**src/sv/assert_macros.svh**
```systemverilog
// Assertion macros shared by the RTL; define ASSERT_OFF to drop them.
`ifndef ASSERT_MACROS_SVH
`define ASSERT_MACROS_SVH
`ifndef ASSERT_OFF
// Holds at every clock edge outside reset.
`define ASSERT_ALWAYS(lbl, expr, msg) \
  lbl: assert property (@(posedge clk_i) disable iff (!rst_ni) (expr)) else $error(msg);
// When pre holds, post must hold at the next edge.
`define ASSERT_NEXT(lbl, pre, post, msg) \
  lbl: assert property (@(posedge clk_i) disable iff (!rst_ni) (pre) |=> (post)) \
    else $error(msg);
`else
`define ASSERT_ALWAYS(lbl, expr, msg)
`define ASSERT_NEXT(lbl, pre, post, msg)
`endif
`endif

```
**src/sv/tgig_pkg.sv**
```systemverilog
// Types, constants and helpers of the terrain grid index generator.
`default_nettype none
package tgig_pkg;

  localparam int GRIDS_PER_EDGE = 16;
  localparam int EDGE_W = $clog2(GRIDS_PER_EDGE) + 1;  // holds the edge length itself
  localparam int LG_W = 3;
  localparam int IDX_W = 16;
  localparam int CMD_W = 2;
  localparam int POS_W = 4;
  localparam int CNT_W = 3;
  localparam int NUM_IDX = 6;
  localparam int CFG_IDX_W = 2;

  localparam logic [CNT_W-1:0] CNT_NONE = 3'd0;
  localparam logic [CNT_W-1:0] CNT_TRI = 3'd3;
  localparam logic [CNT_W-1:0] CNT_QUAD = 3'd6;

  typedef enum logic [CMD_W-1:0] {
    CMD_MAIN  = 2'd0,
    CMD_NORTH = 2'd1,
    CMD_EAST  = 2'd2
  } cmd_e;

  typedef enum logic [CFG_IDX_W-1:0] {
    CFG_RENDER_LG = 2'd0,
    CFG_NORTH_LG  = 2'd1,
    CFG_EAST_LG   = 2'd2,
    CFG_BASE      = 2'd3
  } cfg_idx_e;

  typedef struct packed {
    logic [LG_W-1:0]  render_lg;
    logic [LG_W-1:0]  north_lg;
    logic [LG_W-1:0]  east_lg;
    logic [IDX_W-1:0] base;
  } cfg_t;

  typedef struct packed {
    logic [NUM_IDX-1:0][IDX_W-1:0] idx;
    logic [CNT_W-1:0]              count;
  } res_t;

  // Vertices along one edge for a given log2 stride; 0 once the stride is too big.
  function automatic logic [EDGE_W-1:0] edge_len(input logic [LG_W-1:0] lg);
    logic [EDGE_W-1:0] full;
    full = EDGE_W'(GRIDS_PER_EDGE);
    return full >> lg;
  endfunction

endpackage
`default_nettype wire

```
**src/sv/tgig_calc.sv**
```systemverilog
// Index arithmetic for one emit step: main cell, north seam or east seam.
`default_nettype none
module tgig_calc (
  input  tgig_pkg::cfg_t                   cfg_i,
  input  logic [tgig_pkg::CMD_W-1:0]       cmd_i,
  input  logic [tgig_pkg::POS_W-1:0]       row_i,
  input  logic [tgig_pkg::POS_W-1:0]       step_i,
  output tgig_pkg::res_t                   res_o
);
  import tgig_pkg::*;

  logic [EDGE_W-1:0]     l, lf, lfn, v_m1;
  logic [2*EDGE_W-1:0]   sq;
  logic [IDX_W-1:0]      l16, h16, i16, q16, c16, jv16, j1v16;
  logic [POS_W+EDGE_W-1:0] jv;
  logic [IDX_W-1:0]      mvc, svc_n, seam_base, base;
  logic [LG_W-1:0]       nlg;
  logic                  north;
  logic [NUM_IDX-1:0][IDX_W-1:0] rel;
  logic [CNT_W-1:0]      n;

  always_comb begin
    l     = edge_len(cfg_i.render_lg);
    l16   = IDX_W'(l);
    i16   = IDX_W'(step_i);
    q16   = IDX_W'(step_i >> 1);
    sq    = (2*EDGE_W)'(l) * (2*EDGE_W)'(l);
    mvc   = (l >= EDGE_W'(2)) ? IDX_W'(sq) : '0;

    // North strip size sets where the east strip starts.
    lfn = edge_len(cfg_i.north_lg);
    if (cfg_i.north_lg == cfg_i.render_lg) begin
      svc_n = (l16 << 1) + 16'd1;
    end else if (cfg_i.north_lg > cfg_i.render_lg) begin
      svc_n = l16 + (l16 >> 1) + 16'd1;
    end else begin
      svc_n = IDX_W'(lfn) + IDX_W'(lfn >> 1) + 16'd1;
    end

    north     = (cmd_i == CMD_NORTH);
    nlg       = north ? cfg_i.north_lg : cfg_i.east_lg;
    lf        = edge_len(nlg);
    h16       = IDX_W'(lf >> 1);
    seam_base = cfg_i.base + mvc + (north ? 16'd0 : svc_n);

    v_m1  = l - EDGE_W'(1);
    jv    = (POS_W+EDGE_W)'(row_i) * (POS_W+EDGE_W)'(l);
    jv16  = IDX_W'(jv);
    j1v16 = jv16 + l16;
    c16   = '0;
    rel   = '0;
    n     = CNT_NONE;
    base  = cfg_i.base;

    unique case (cmd_i)
      CMD_MAIN: begin
        if (l >= EDGE_W'(2) && EDGE_W'(row_i) < v_m1 && EDGE_W'(step_i) < v_m1) begin
          n = CNT_QUAD;
          if (row_i[0]) begin
            // odd rows run east to west
            c16    = IDX_W'(v_m1) - i16;
            rel[0] = c16 - 16'd1 + jv16;
            rel[1] = c16 + j1v16;
            rel[2] = c16 - 16'd1 + j1v16;
            rel[3] = c16 - 16'd1 + jv16;
            rel[4] = c16 + jv16;
            rel[5] = c16 + j1v16;
          end else begin
            c16    = i16;
            rel[0] = c16 + jv16;
            rel[1] = c16 + 16'd1 + j1v16;
            rel[2] = c16 + j1v16;
            rel[3] = c16 + jv16;
            rel[4] = c16 + 16'd1 + jv16;
            rel[5] = c16 + 16'd1 + j1v16;
          end
        end
      end
      CMD_NORTH, CMD_EAST: begin
        base = seam_base;
        if (nlg == cfg_i.render_lg) begin
          if (i16 < l16) begin
            n = (i16 != l16 - 16'd1) ? CNT_QUAD : CNT_TRI;
            rel[0] = i16;
            rel[3] = i16;
            if (north) begin
              rel[1] = l16 + i16 + 16'd1;
              rel[2] = l16 + i16;
              rel[4] = i16 + 16'd1;
              rel[5] = l16 + i16 + 16'd1;
            end else begin
              rel[1] = l16 + i16;
              rel[2] = l16 + i16 + 16'd1;
              rel[4] = l16 + i16 + 16'd1;
              rel[5] = i16 + 16'd1;
            end
          end
        end else if (nlg > cfg_i.render_lg) begin
          // coarser neighbor: two of ours per one of theirs
          if (i16 < l16) begin
            if (!step_i[0]) begin
              n      = CNT_QUAD;
              rel[0] = i16;
              rel[3] = i16 + 16'd1;
              if (north) begin
                rel[1] = i16 + 16'd1;
                rel[2] = l16 + q16;
                rel[4] = l16 + q16 + 16'd1;
                rel[5] = l16 + q16;
              end else begin
                rel[1] = l16 + q16;
                rel[2] = i16 + 16'd1;
                rel[4] = l16 + q16;
                rel[5] = l16 + q16 + 16'd1;
              end
            end else if (i16 + 16'd1 < l16) begin
              n      = CNT_TRI;
              rel[0] = i16;
              rel[1] = north ? i16 + 16'd1 : l16 + q16 + 16'd1;
              rel[2] = north ? l16 + q16 + 16'd1 : i16 + 16'd1;
            end
          end
        end else begin
          // finer neighbor: strip walks the neighbor's vertices
          if (i16 < IDX_W'(lf)) begin
            rel[0] = h16 + i16;
            if (step_i[0] && (i16 + 16'd2 < IDX_W'(lf))) begin
              n      = CNT_QUAD;
              rel[3] = h16 + i16;
              if (north) begin
                rel[1] = q16;
                rel[2] = q16 + 16'd1;
                rel[4] = q16 + 16'd1;
                rel[5] = h16 + i16 + 16'd1;
              end else begin
                rel[1] = q16 + 16'd1;
                rel[2] = q16;
                rel[4] = h16 + i16 + 16'd1;
                rel[5] = q16 + 16'd1;
              end
            end else begin
              n      = CNT_TRI;
              rel[1] = north ? q16 : h16 + i16 + 16'd1;
              rel[2] = north ? h16 + i16 + 16'd1 : q16;
            end
          end
        end
      end
      default: begin
        n = CNT_NONE;
      end
    endcase

    for (int k = 0; k < NUM_IDX; k++) begin
      res_o.idx[k] = (CNT_W'(k) < n) ? base + rel[k] : '0;
    end
    res_o.count = n;
  end

endmodule
`default_nettype wire

```
**src/sv/terrain_grid_index_generator.sv**
```systemverilog
// Top level of the terrain grid index generator: handshake, config and pipeline.
//
//  channel | direction | handshake               | payload
//  --------+-----------+-------------------------+------------------------------------
//  in      | input     | in_valid_i / in_stall_o | command_i, row_i, step_i
//  out     | output    | out_valid_o/out_stall_i | index_a_o..index_f_o, index_count_o
//  cfg     | input     | cfg_we_i (no wait)      | cfg_index_i, cfg_data_i
//
// Two register stages: an input register, then the index arithmetic feeding
// the result register. One transaction per cycle is sustained while the output
// is not stalled; the index logic is a single combinational pass between them.
// Reset (rst_ni low, async) empties both stages and clears all config to 0.
// A stalled output holds; the input register keeps filling until both stages
// hold a transaction, then in_stall_o rises. No reset clearing pass.
`default_nettype none
module terrain_grid_index_generator (
  input  logic                               clk_i,
  input  logic                               rst_ni,
  input  logic                               cfg_we_i,
  input  logic [tgig_pkg::CFG_IDX_W-1:0]     cfg_index_i,
  input  logic [tgig_pkg::IDX_W-1:0]         cfg_data_i,
  input  logic                               in_valid_i,
  output logic                               in_stall_o,
  input  logic [tgig_pkg::CMD_W-1:0]         command_i,
  input  logic [tgig_pkg::POS_W-1:0]         row_i,
  input  logic [tgig_pkg::POS_W-1:0]         step_i,
  output logic                               out_valid_o,
  input  logic                               out_stall_i,
  output logic [tgig_pkg::IDX_W-1:0]         index_a_o,
  output logic [tgig_pkg::IDX_W-1:0]         index_b_o,
  output logic [tgig_pkg::IDX_W-1:0]         index_c_o,
  output logic [tgig_pkg::IDX_W-1:0]         index_d_o,
  output logic [tgig_pkg::IDX_W-1:0]         index_e_o,
  output logic [tgig_pkg::IDX_W-1:0]         index_f_o,
  output logic [tgig_pkg::CNT_W-1:0]         index_count_o
);
  import tgig_pkg::*;
`include "assert_macros.svh"

  cfg_t cfg_q;

  logic              s1_valid_q;
  logic [CMD_W-1:0]  s1_cmd_q;
  logic [POS_W-1:0]  s1_row_q, s1_step_q;
  logic              out_valid_q;
  res_t              res_d, res_q;

  logic out_load, s1_load;

  // Result register takes a new value whenever it is empty or being drained.
  assign out_load   = !out_valid_q || !out_stall_i;
  assign s1_load    = !s1_valid_q || out_load;
  assign in_stall_o = !s1_load;

  // Config writes; stride fields keep only the low LG_W bits, with no range check.
  always_ff @(posedge clk_i or negedge rst_ni) begin
    if (!rst_ni) begin
      cfg_q <= '0;
    end else if (cfg_we_i) begin
      unique case (cfg_idx_e'(cfg_index_i))
        CFG_RENDER_LG: cfg_q.render_lg <= cfg_data_i[LG_W-1:0];
        CFG_NORTH_LG:  cfg_q.north_lg  <= cfg_data_i[LG_W-1:0];
        CFG_EAST_LG:   cfg_q.east_lg   <= cfg_data_i[LG_W-1:0];
        CFG_BASE:      cfg_q.base      <= cfg_data_i;
        default:       cfg_q           <= cfg_q;
      endcase
    end
  end

  // Stage valids.
  always_ff @(posedge clk_i or negedge rst_ni) begin
    if (!rst_ni) begin
      s1_valid_q  <= 1'b0;
      out_valid_q <= 1'b0;
    end else begin
      if (s1_load) begin
        s1_valid_q <= in_valid_i;
      end
      if (out_load) begin
        out_valid_q <= s1_valid_q;
      end
    end
  end

  // Payload registers, no reset needed.
  always_ff @(posedge clk_i) begin
    if (s1_load && in_valid_i) begin
      s1_cmd_q  <= command_i;
      s1_row_q  <= row_i;
      s1_step_q <= step_i;
    end
    if (out_load && s1_valid_q) begin
      res_q <= res_d;
    end
  end

  tgig_calc u_calc (
    .cfg_i  (cfg_q),
    .cmd_i  (s1_cmd_q),
    .row_i  (s1_row_q),
    .step_i (s1_step_q),
    .res_o  (res_d)
  );

  assign out_valid_o   = out_valid_q;
  assign index_a_o     = res_q.idx[0];
  assign index_b_o     = res_q.idx[1];
  assign index_c_o     = res_q.idx[2];
  assign index_d_o     = res_q.idx[3];
  assign index_e_o     = res_q.idx[4];
  assign index_f_o     = res_q.idx[5];
  assign index_count_o = res_q.count;

  // Only 0, 3 or 6 indices are ever valid.
  `ASSERT_ALWAYS(a_count_legal, !out_valid_q || res_q.count == CNT_NONE || res_q.count == CNT_TRI || res_q.count == CNT_QUAD, "illegal index count")
  // Slots past the count read as zero.
  `ASSERT_ALWAYS(a_unused_zero, !out_valid_q || res_q.count == CNT_QUAD || (res_q.idx[3] == '0 && res_q.idx[4] == '0 && res_q.idx[5] == '0), "unused index slot not zero")
  // Input side only stalls with both stages full.
  `ASSERT_ALWAYS(a_stall_full, !in_stall_o || (s1_valid_q && out_valid_q), "stall with free stage")
  // A held input-stage transaction is not dropped.
  `ASSERT_NEXT(a_s1_held, s1_valid_q && !s1_load, s1_valid_q, "input stage lost transaction")

endmodule
`default_nettype wire
```
**config.mk**
```make
export PLATFORM = sky130hd
export DESIGN_NAME = terrain_grid_index_generator
export DESIGN_NICKNAME = d
export VERILOG_FILES = /design/src/sv/tgig_pkg.sv /design/src/sv/tgig_calc.sv /design/src/sv/terrain_grid_index_generator.sv
export VERILOG_INCLUDE_DIRS = /design/src /design/src/sv
export SDC_FILE = /design/constraint.sdc
export NUM_CORES = 1
export LEC_CHECK = 0
export BUFFER_PORTS_ARGS = -buffer_cell sky130_fd_sc_hd__buf_4
export CORE_AREA = 3 3 247 249
export DETAILED_ROUTE_END_ITERATION = 8
export DIE_AREA = 0 0 250 252
export PLACE_DENSITY = 0.55
export SYNTH_ARGS = -nofsm -noshare
export SYNTH_HDL_FRONTEND = slang
export SYNTH_SLANG_ARGS = --single-unit
```
**constraint.sdc**
```tcl
create_clock -name clk_i -period 20.3 [get_ports clk_i]
set_input_delay 6.09 -clock clk_i [delete_from_list [all_inputs] [get_ports clk_i]]
set_output_delay 6.09 -clock clk_i [all_outputs]
set_load 0.02 [all_outputs]
```
==> results.yml, run 1 <==
worst_setup_path:
  r2r_cells: 28
  setup.worst_path.start: "out_stall_i"
  path_class: "in -> out"
  required_ns: 14.21
  rr_startpoint: "cfg_q[22]"
  timing.rr.end: "index_c_o[15]"
  arrival_ns: 6.52
  crit_fanout: 3
  endpoint_kind: "output pin"
  crit_end: "in_stall_o"
  worstSetupStartpointType: "primary input"
  rrSetupSlack_ns: 11.27
place:
  place_congestion: 0.9118
  numPlacedInstances: 2948
  place_ws_ns: 7.684
  place_area_um2: 19530
  place_hpwl_um: 46730
  port_buffers: 133
clock_network:
  clk_root_buffer_cell: "clkbuf_16"
  clk_latency_ns: 0.48
  cts_tree: "done"
  ctsResizeCount: 0
  numCtsBuffers: 17
  cts_max_level: 4
  postCtsSetupBuffers: 0
  clock-sinks: 136
  ctsLongestPathBuffers: 2
  clk_pin_slew_ns: 0.07
  hold_buffers: 0
floorplan:
  fp.dieH_um: 252
  num_io_pins: 134
  rows: 89
  initial_core_util_pct: 29.94
  dieWidth_um: 250
  core_area_um2: 58910
  die-area_um2: 63000
final_layout:
  antennaDiodeCount: 0
  fillers: 6138
  nets: 2503
  drive_above_1_share_pct: 12.14
  final_cells: 2980
  area_growth_pct: 14.10
  final_area_um2: 20120
  final_util_pct: 34.16
grt:
  grtUsageTotal_pct: 18.59
  grt_pass1_vias: 15408
  antenna_found_initial: 0
  grt_pass1_wl_um: 90520
  grt_overflow_total: 0
  grt_max_degree: 72
sta:
  worst_pin_slew_ns: 1.154
  slew_viol_final: 0
  slew_headroom_pct: 23.06
  fin_skew_ns: 0.01289
  fmax_mhz: 79.32
  timing.hold.ws_ns: 0.4995
  finalSetupViolCount: 0
  rsz0062_at_grt: "false"
  finalSetupTns_ns: 0
  final.min_clock_period_ns: 12.61
  post-route-period-util_pct: 62.11
  fin_ws_ns: 7.693
  hold_viol_final: 0
routing:
  drt-vias-per-instance: 5.240
  drt_wl_total_um: 58870
  drtIter0Drc: 913
  ant_nets: 0
  dr_total_vias: 15614
  route.detailed.drc: 0
  drtPass1Iterations: 5
  wl_per_cell_um: 19.76
logic_synthesis:
  yosysSeqAreaShare_pct: 22.39
  post-synth-top-count-cell: "nor2_1"
  synth_cells: 2087
  synth_edf_count: 109
  synth.area.top_cells: "edfxtp_1, ha_1, xnor2_1, nor2_1, a21oi_1"
  synth_top_area_share_pct: 18.56
  yosysUniqueCellTypes: 89
  postSynth.topFlopCell: "edfxtp_1"
  syn_area_um2: 17640
  ys_warn_count: 0
  async_reset_ff_share_pct: 19.85
  syn_avg_cell_area_um2: 8.451
  synth_area_leader_cell: "edfxtp_1"
  ys_seq_elements: 136
  synth.cells.most_frequent: "nor2_1, ha_1, a21oi_1"
pwr:
  finalPower_mw: 2.779
  peakVddDrop_v: 0.00009015
  power_leakage_nw: 9.017
  powerDensity_nw_per_um2: 138.1
run:
  cap_violations: 0
hold_path:
  hp-class: "reg -> reg"
run_status:
  outcome: "completed"
==> per-layer routing <==
metal	global-route usage [%]	share of wire (%)
met4	5.950	2.1
met3	2.453	4.7
met5	0	0
met1	24.63	46
met2	31.46	48
==> critical path, cell delays in order <==
cell     delay (ns)
buf_4          0.13
nand3_1        0.10
inv_1          0.05
buf_4          0.15
==> worst min-delay path by stage <==
stage                           from     endpoint  slack (ns)  cells after the start
after floorplan           s1_valid_q  out_valid_o        0.44                      1
after global routing      s1_valid_q  out_valid_o        0.51                      1
after detailed placement  s1_valid_q  out_valid_o        0.48                      1
after global placement    s1_valid_q  out_valid_o        0.47                      1
after CTS                 s1_valid_q  out_valid_o        0.50                      1
final                     s1_valid_q  out_valid_o        0.50                      1
==> where the power goes <==
group / switching (mW) / internal, mW / leakage, nW
sequential: 0.0309 / 0.388 / 1.40
combinational: 1.25 / 0.790 / 7.33
clock: 0.135 / 0.182 / 0.288
total: 1.42 / 1.36 / 9.02
==> flip-flops by register name, summed over array words and instances, names as in the netlist <==
register and cells:
s1_valid_q 1, s1_step_q 4, s1_row_q 4, index_e_o 16, index_b_o 16, index_f_o 16
index_count_o 3, out_valid_o 1, index_a_o 16, cfg_q 25, index_c_o 16, index_d_o 16
s1_cmd_q 2
==> placed cells by master (no fill, tap or decap), drive strengths merged, types with 12 or more instances in the layout <==
| cell type | n |
|---|---|
| nor3b | 15 |
| conb | 12 |
| buf | 161 |
| xor2 | 64 |
| edfxtp | 109 |
| nand3 | 33 |
| mux2i | 19 |
| o21a | 15 |
| dfrtp | 27 |
| nand2 | 137 |
| a21o | 69 |
| ha | 239 |
| and3 | 19 |
| and2 | 28 |
| a21oi | 188 |
| nor2 | 252 |
| o21ai | 111 |
| inv | 129 |
| clkbuf | 17 |
| o21bai | 36 |
| nor3 | 50 |
| mux2 | 35 |
| fa | 37 |
| a31oi | 18 |
| nand2b | 22 |
| nor2b | 37 |
| a211oi | 18 |
| xnor2 | 149 |
==> layout make-up <==
class	instances	area, um2	share of cell area, %
inverters	125	469.2	2.332
clock buffers	17	425.4	2.114
flip-flops and latches	136	3949	19.62
multi-input cells	1753	12940	64.30
clock inverters	15	165.2	0.8207
well taps	773	967.2	4.806
repair buffers	161	1209	6.006
==> kinds of logic (layout without fill, tap and decap cells) <==
| logic type | after synthesis | in the layout | synth area share, % |
|---|---|---|---|
| AO/OA/AOI/OAI | 555 | 555 | 20.34 |
| XOR/XNOR | 214 | 214 | 10.84 |
| adder cells (fa/ha/maj) | 277 | 277 | 21.21 |
| buffers and inverters | 208 | 318 | 4.618 |
| flip-flops | 136 | 136 | 22.39 |
| multiplexers | 54 | 54 | 3.313 |
| other | 2 | 12 | 0.04258 |
| AND/OR/NAND/NOR | 641 | 641 | 17.25 |
Power figures use the tool's default switching activity.
==> inputs of run 2 (changes only) <==
--- a/config.mk
+++ b/config.mk
@@ -10,7 +10,7 @@
 export CORE_AREA = 3 3 247 249
 export DETAILED_ROUTE_END_ITERATION = 8
 export DIE_AREA = 0 0 250 252
-export PLACE_DENSITY = 0.55
+export PLACE_DENSITY = 0.57
 export SYNTH_ARGS = -nofsm -noshare
 export SYNTH_HDL_FRONTEND = slang
 export SYNTH_SLANG_ARGS = --single-unit
==> constraint.sdc (replaced) <==
create_clock -name clk_i -period 10.4 [get_ports clk_i]
set_input_delay 3.12 -clock clk_i [delete_from_list [all_inputs] [get_ports clk_i]]
set_output_delay 3.12 -clock clk_i [all_outputs]
set_load 0.02 [all_outputs]
==> run 2 against run 1 <==
Non-clock buffer count is 1 lower. Total power up 96%. Critical path type is now reg -> reg. Largest cell class unchanged. Final cell count about the same. First-iteration DRC count up 24%. Register-to-register slack got worse by 9.5 ns.
==> results.yml, run 2 (same netlist as run 1, synthesis figures left out) <==
sta:
  slew_viol_final: 0
  fin_skew_ns: 0.008515
  hold_viol_final: 0
  worst_pin_slew_ns: 1.109
  rsz0062_at_grt: "false"
  finalSetupTns_ns: 0
  fmax_mhz: 115.9
  slew_headroom_pct: 25.13
  final.min_clock_period_ns: 8.625
  finalSetupViolCount: 0
  fin_ws_ns: 1.775
  post-route-period-util_pct: 82.93
worst_setup_path:
  required_ns: 10.62
  path_class: "reg -> reg"
  crit_fanout: 15
  cp_slowest_cell: "nor3b_2"
  endpoint_kind: "flop"
  worstSetupStartpointType: "flop"
  arrival_ns: 8.84
  cpPeakStageDelay_ns: 0.78
run_status:
  outcome: "completed"
pwr:
  peakVddDrop_v: 0.0001562
  power_leakage_nw: 9.011
  powerDensity_nw_per_um2: 271.2
routing:
  wl_per_cell_um: 20.05
  route.detailed.drc: 0
  dr_total_vias: 15743
  drt_wl_total_um: 59730
  top_layer: "met4"
  drtIter0Drc: 1129
  drt-vias-per-instance: 5.285
  drt-met1-wl_um: 27030
  met2_length_um: 27840
  drtPass1Iterations: 7
  ant_nets: 0
  met3WireLength_um: 3189
clock_network:
  cts_max_level: 4
  clk_root_buffer_cell: "clkbuf_16"
  clk_latency_ns: 0.48
  hold_buffers: 0
  ctsResizeCount: 0
  cts_tree: "done"
  clock-sinks: 136
  postCtsSetupBuffers: 0
  ctsLongestPathBuffers: 2
  numCtsBuffers: 17
  clk_pin_slew_ns: 0.07
grt:
  grt_overflow_total: 0
  grt_pass1_vias: 15541
  antenna_found_initial: 0
  grt_max_degree: 71
  grtUsageTotal_pct: 18.73
  grt_pass1_wl_um: 90940
place:
  place_hpwl_um: 47840
  place_ws_ns: 1.867
  place_congestion: 0.9442
  port_buffers: 133
floorplan:
  initial_core_util_pct: 29.94
  core_area_um2: 58910
  num_io_pins: 134
  fp.dieH_um: 252
  dieWidth_um: 250
  rows: 89
  die-area_um2: 63000
final_layout:
  nets: 2502
  final_common_cell: "nor2_1"
  area_growth_pct: 14.12
  final_util_pct: 34.17
  antennaDiodeCount: 0
  regMostFlops: "cfg_q"
  drive_above_1_share_pct: 12.10
  largest_register_ffs: 25
  layout_common_cells: "nor2_1, ha_1, a21oi_1"
  fillers: 6114
run:
  cap_violations: 0
hold_path:
  hp-class: "reg -> reg"
## run 2: cell types whose count changed in the layout (fill, tap and decap cells not counted), sizes merged
cell,delta
inv,+4
clkinv,-3
buf,-1
bufinv,-1
## run 2: worst max-delay path, delay by kind of cell, from the launching register on
kind / cells / cell delay (ns)
adder cells (fa/ha/maj): 6 / 2.63
AO/OA/AOI/OAI: 8 / 2.08
AND/OR/NAND/NOR: 7 / 1.66
XOR/XNOR: 5 / 1.30
flip-flops: 1 / 0.55
buffers and inverters: 2 / 0.13
## run 2: where the power goes
group          total, mW  switching [mW]  leakage, nW  internal (mW)
Combinational       4.02            2.47         7.32           1.55
Sequential         0.818          0.0602         1.40          0.758
Clock              0.622           0.280        0.289          0.341
## run 2: layer usage
metal | global-route usage, % | up-vias
met3 | 2.484 | 82
met2 | 31.12 | 471
met4 | 6.758 | 0
met1 | 24.98 | 7548
li1 | - | 7642
met5 | 0 | -
## run 2: cell type report
cell class              count  area [um2]  share of cell area (%)
inverters                 125       469.2                   2.331
clock inverters            15       175.2                  0.8703
multi-input cells        1753       12940                   64.29
clock buffers              17       425.4                   2.114
flip-flops and latches    136        3949                   19.62
well taps                 773       967.2                   4.805
repair buffers            160        1201                   5.968
## run 2: worst paths after layout
check	from	to	slack, ns	cells after the start
setup / recovery	cfg_q[22]	index_c_o[15]	1.78	28
hold / removal	s1_valid_q	out_valid_o	0.49	1
setup reg to reg	cfg_q[22]	index_c_o[15]	1.78	28
hold reg to reg	s1_valid_q	out_valid_o	0.49	1
min in group asynchronous	rst_ni	s1_valid_q	2.56	1
max in group asynchronous	rst_ni	cfg_q[22]	7.54	1
## run 2: stage by stage
| step | instances | cell area (um2) | hold WS, ns | power [mW] |
|---|---|---|---|---|
| final | 2979 | 20130 | 0.4943 | 5.458 |
| after global routing | 2979 | 20130 | 0.5260 | 5.929 |
| after CTS | 2979 | 20130 | 0.4986 | 5.468 |
| after detailed placement | 2947 | 19530 | 0.4827 | 4.806 |
| after global placement | 2947 | 19530 | 0.4598 | 4.755 |
| after floorplan | 2097 | 17670 | 0.4436 | 3.680 |
